--- src/design/tls_pkg.sv ---
`default_nettype none

package tls_pkg;

    localparam int DEFAULT_TABLE_DEPTH = 1024;

    localparam int KEY_W       = 64;
    localparam int OP_W        = 2;
    localparam int IDX_FIELD_W = 10;
    localparam int USED_W      = 11;
    localparam int CFG_IDX_W   = 1;
    localparam int CFG_DATA_W  = 11;

    localparam int LANES  = 8;
    localparam int LANE_W = 3;

    typedef enum logic [OP_W-1:0] {
        OP_WRITE  = 2'd0,
        OP_LINEAR = 2'd1,
        OP_BINARY = 2'd2
    } op_t;

    localparam logic [CFG_IDX_W-1:0] CFG_USED_ENTRIES   = 1'b0;
    localparam logic [CFG_IDX_W-1:0] CFG_COMPARE_SIGNED = 1'b1;

    typedef struct packed {
        logic write_en;
        logic start_lin;
        logic start_bin;
        logic lin_step;
        logic bin_issue;
        logic bin_cmp;
        logic load_out;
    } ctrl_cmd_t;

    typedef struct packed {
        logic n_zero;
        logic lin_done;
        logic bin_done;
        logic out_free;
    } ctrl_status_t;

endpackage

`default_nettype wire

--- src/design/tls_ctrl.sv ---
`default_nettype none

module tls_ctrl (
    input  wire logic                       clk,
    input  wire logic                       rst_n,
    input  wire logic                       in_valid,
    input  wire logic [tls_pkg::OP_W-1:0]   in_op,
    output logic                            in_ready,
    input  tls_pkg::ctrl_status_t           status,
    output tls_pkg::ctrl_cmd_t              cmd
);
    import tls_pkg::*;

    typedef enum logic [4:0] {
        ST_IDLE    = 5'b00001,
        ST_LIN     = 5'b00010,
        ST_BIN_RD  = 5'b00100,
        ST_BIN_CMP = 5'b01000,
        ST_DONE    = 5'b10000
    } state_t;

    state_t state_reg;
    state_t state_next;
    logic   accept;

    assign in_ready = (state_reg == ST_IDLE);
    assign accept   = in_valid && in_ready;

    always_comb
    begin
        state_next = state_reg;
        cmd        = '0;
        unique case (state_reg)
            ST_IDLE:
            begin
                if (accept)
                begin
                    unique case (op_t'(in_op))
                        OP_WRITE:
                        begin
                            cmd.write_en = 1'b1;
                        end
                        OP_LINEAR:
                        begin
                            cmd.start_lin = 1'b1;
                            state_next    = status.n_zero ? ST_DONE : ST_LIN;
                        end
                        OP_BINARY:
                        begin
                            cmd.start_bin = 1'b1;
                            state_next    = status.n_zero ? ST_DONE : ST_BIN_RD;
                        end
                        default:
                        begin
                            state_next = ST_IDLE;
                        end
                    endcase
                end
            end
            ST_LIN:
            begin
                cmd.lin_step = 1'b1;
                if (status.lin_done)
                begin
                    state_next = ST_DONE;
                end
            end
            ST_BIN_RD:
            begin
                cmd.bin_issue = 1'b1;
                state_next    = ST_BIN_CMP;
            end
            ST_BIN_CMP:
            begin
                cmd.bin_cmp = 1'b1;
                state_next  = status.bin_done ? ST_DONE : ST_BIN_RD;
            end
            ST_DONE:
            begin
                if (status.out_free)
                begin
                    cmd.load_out = 1'b1;
                    state_next   = ST_IDLE;
                end
            end
            default:
            begin
                state_next = ST_IDLE;
            end
        endcase
    end

    always_ff @(posedge clk or negedge rst_n)
    begin
        if (!rst_n)
        begin
            state_reg <= ST_IDLE;
        end
        else
        begin
            state_reg <= state_next;
        end
    end

endmodule

`default_nettype wire

--- config.mk ---
export PLATFORM = sky130hd
export DESIGN_NAME = tls_ctrl
export DESIGN_NICKNAME = d
export VERILOG_FILES = /design/src/design/tls_pkg.sv /design/src/design/tls_ctrl.sv
export SDC_FILE = /design/constraint.sdc
export NUM_CORES = 1
export LEC_CHECK = 0
export ABC_AREA = 1
export BUFFER_PORTS_ARGS = -buffer_cell sky130_fd_sc_hd__buf_4
export CELL_PAD_IN_SITES_DETAIL_PLACEMENT = 1
export CELL_PAD_IN_SITES_GLOBAL_PLACEMENT = 2
export CORE_MARGIN = 2
export CORE_UTILIZATION = 23
export CTS_CLUSTER_SIZE = 40
export DETAILED_ROUTE_END_ITERATION = 6
export PLACE_DENSITY_LB_ADDON = 0.05
export SYNTH_ARGS = -nofsm -noshare
export SYNTH_HDL_FRONTEND = slang
export SYNTH_SLANG_ARGS = --single-unit
--- constraint.sdc ---
create_clock -name clk -period 1.53 [get_ports clk]
set_clock_uncertainty 0.1 [all_clocks]
set_input_delay 0.2295 -clock clk [delete_from_list [all_inputs] [get_ports clk]]
set_output_delay 0.2295 -clock clk [all_outputs]
set_load 0.01 [all_outputs]
==> qor.csv <==
metric;value;unit
minimum clock period;1690;ps
placed instance count;122;
Worst R2R Start;state_reg[0];
Rel. slew slack;83.5;%
part of the cycle the worst path needs;110;%
worst vdd ir;0.000697;V
vertical die dimension;49.0;um
Int Power;0.693;mW
1st-iter DRT viols;1;
total clock sinks;5;
Critical Path Source;state_reg[0];
MaxCap Viol Count;0;
post-layout util;46.3;%
Worst-path clk slew;40;ps
# setup viols final;9;
clock power share;12.9;%
CP Capture Type;output port;
compound-gate portion of the synthesized area;4.30;%
I/O pin cnt;17;
first-pass GRT wire length;2700;um
YS warnings;0;
share of power burned in combinational logic;70.3;%
final hold violation count;0;
post-route ant nets;0;
startpoint types;flop;
die footprint;2400;sq um
GRT Residual Overflow;0;
Die Wd;49.0;um
critical path arrival;1360;ps
switching power;0.473;mW
R2R Setup Slk;-20;ps
P_leak;0.474;nW
share of cells above drive strength 1;53.5;%
worst skew pair latency;240;ps
Initial Utilization;24.0;%
FFs w/ async S/R, synth;100;%
routed wire length per instance;11.5;um
vias;628;
largest net degree at the start of global routing;6;
CTS tree;yes;
RSZ-0062 raised after global routing;true;
post-DP HPWL;1160;um
Post-Synth Simple-Gate Area;47.6;%
all-layer global routing usage;14.8;%
cell area after synthesis;465;sq um
Peak Freq;0.593;GHz
average via count per standard cell;4.45;
outcome;complete, but fails checks;
largest fanout on the critical path;3;
CP endpoint;cmd[5];
Post-synth top cells;16 x inv_1, 16 x nor2_1, 15 x nand2_1;
area of the core;1940;sq um
worst slack at placement;25.6;ps
Final nets;127;
DRC violations left;0;
CTS Buffer Depth;2;
Seq pwr share;16.9;%
setup slack after layout;-157;ps
multiplexer share of the synthesized area;0;%
RePlAce Congestion;0.717;
initial antenna violation count;0;
sw frac;40.6;%
drt first pass iters;2;
max reg flops;5;
syn nets;87;
Post-Syn Instances;75;
Seq/Total Area, Yosys;27.2;%
number of global-route vias before repair;657;
PD cells;1300;nW/um^2
Synth cell types;17;
Post-Route WL;1620;um
Root Driver;clkbuf_4;
Hold Path Class;in2reg;
non-filler cells, final;141;
violated checks;setup timing;
H-tree level count;1;
xor-xnor portion of the synthesized cell area;0;%
cell taking the most area after synthesis;dfrtp_1;
Rows;16;
CP Data Required Time;1200;ps
share of the synthesized area in the top cell type;21.5;%
cts bufs inserted;3;
syn_area_per_cell;6.21;sq um
I/O Buffers;16;
Syn-to-layout area delta;93.0;%
Fill cells;274;
Yosys reg bits;5;
adder-cell share of the synthesized area;8.06;%
number of synthesized flops with an enable pin;0;
prevailing post-synth register cell;dfrtp_1;
Ant. Diodes;0;
Pins Over Slew Limit;0;
largest family of logic cells by synthesized area;simple AND/OR/NAND/NOR gates;
Worst-Margin Slew;246;ps
Reg2Reg Depth;11;
top area cells in the synthesized netlist;dfrtp_1 22%, inv_1 13%, nor2_1 13%;
reg-to-reg endpoint;state_reg[0];
Setup CP Type;reg2out;
-- timing repair --
| action | in CTS | in global routing |
|---|---|---|
| endpoints found under the hold margin | 5 | 0 |
| pin swaps | 3 | 6 |
| gates cloned | 0 | 0 |
| hold buffers | 1 | 0 |
| resized for setup | 15 | 19 |
| buffers inserted | 11 | 5 |
| setup endpoints to repair | 7 | 12 |
-- power by group through the flow --
stage               combinational (mW)  clock, mW  sequential (mW)
floorplan                        0.270          0            0.189
global placement                 0.477          0            0.193
detailed placement               0.476          0            0.194
CTS                              0.695      0.155            0.192
global route                     0.901      0.160            0.202
finish                           0.820      0.150            0.197
-- critical path, stage by stage (launching register included) --
cell and delay (ps):
dfstp_2 530, inv_2 50, nor2_4 110, nand3_2 90, inv_2 90, nand2_4 70
nor2_2 80, buf_4 120
-- cells in the final DEF, fill, tap and decap left out, types with 4 or more instances in the layout --
master and count:
nand3_1 4, nor2_2 5, inv_1 12, nor2_1 9, buf_4 30, buf_6 4, nand2_1 12
-- how the worst min path moves through the flow --
| stage | startpoint | endpoint | slack, ps | depth (start not counted) |
|---|---|---|---|---|
| after floorplan | rst_n | state_reg[1] | -170 | 0 |
| after global routing | status[1] | state_reg[2] | 200 | 3 |
| after global placement | rst_n | state_reg[1] | -70 | 1 |
| after CTS | status[3] | state_reg[2] | 160 | 4 |
| final | status[3] | state_reg[2] | 160 | 4 |
| after detailed placement | rst_n | state_reg[1] | -60 | 1 |
-- logic make-up after synthesis --
family / after synthesis
and+or+nand+nor: 47
buffers and inverters: 16
DFF: 5
AOI/OAI and AO/OA: 4
adders and majority gates: 3
-- per-stage QoR --
step	total power [mW]	hold WS (ps)	cell area, sq um	setup TNS (ps)
CTS	1.04	163	812	-628
floorplan	0.459	-166	465	0
global route	1.26	196	898	-1820
finish	1.17	164	898	-951
detailed placement	0.670	-64.5	649	0
global placement	0.670	-66.6	649	0
-- layer usage --
layer,part of all wire [%],global-route usage (%),wire (um)
met1,37,15.7,601
met2,57,28.1,917
met5,0,0,0
met4,2.7,10.0,44
met3,3.5,0.307,57
-- area by class of cell --
type | instances | area [sq um] | share of cell area, %
multi-input combinational | 54 | 365 | 40.7
timing repair buffer | 35 | 280 | 31.2
tap | 27 | 33.8 | 3.76
clock buffer | 4 | 26.3 | 2.92
sequential | 5 | 130 | 14.5
inverter | 16 | 62.6 | 6.96
Power figures use the tool's default switching activity.
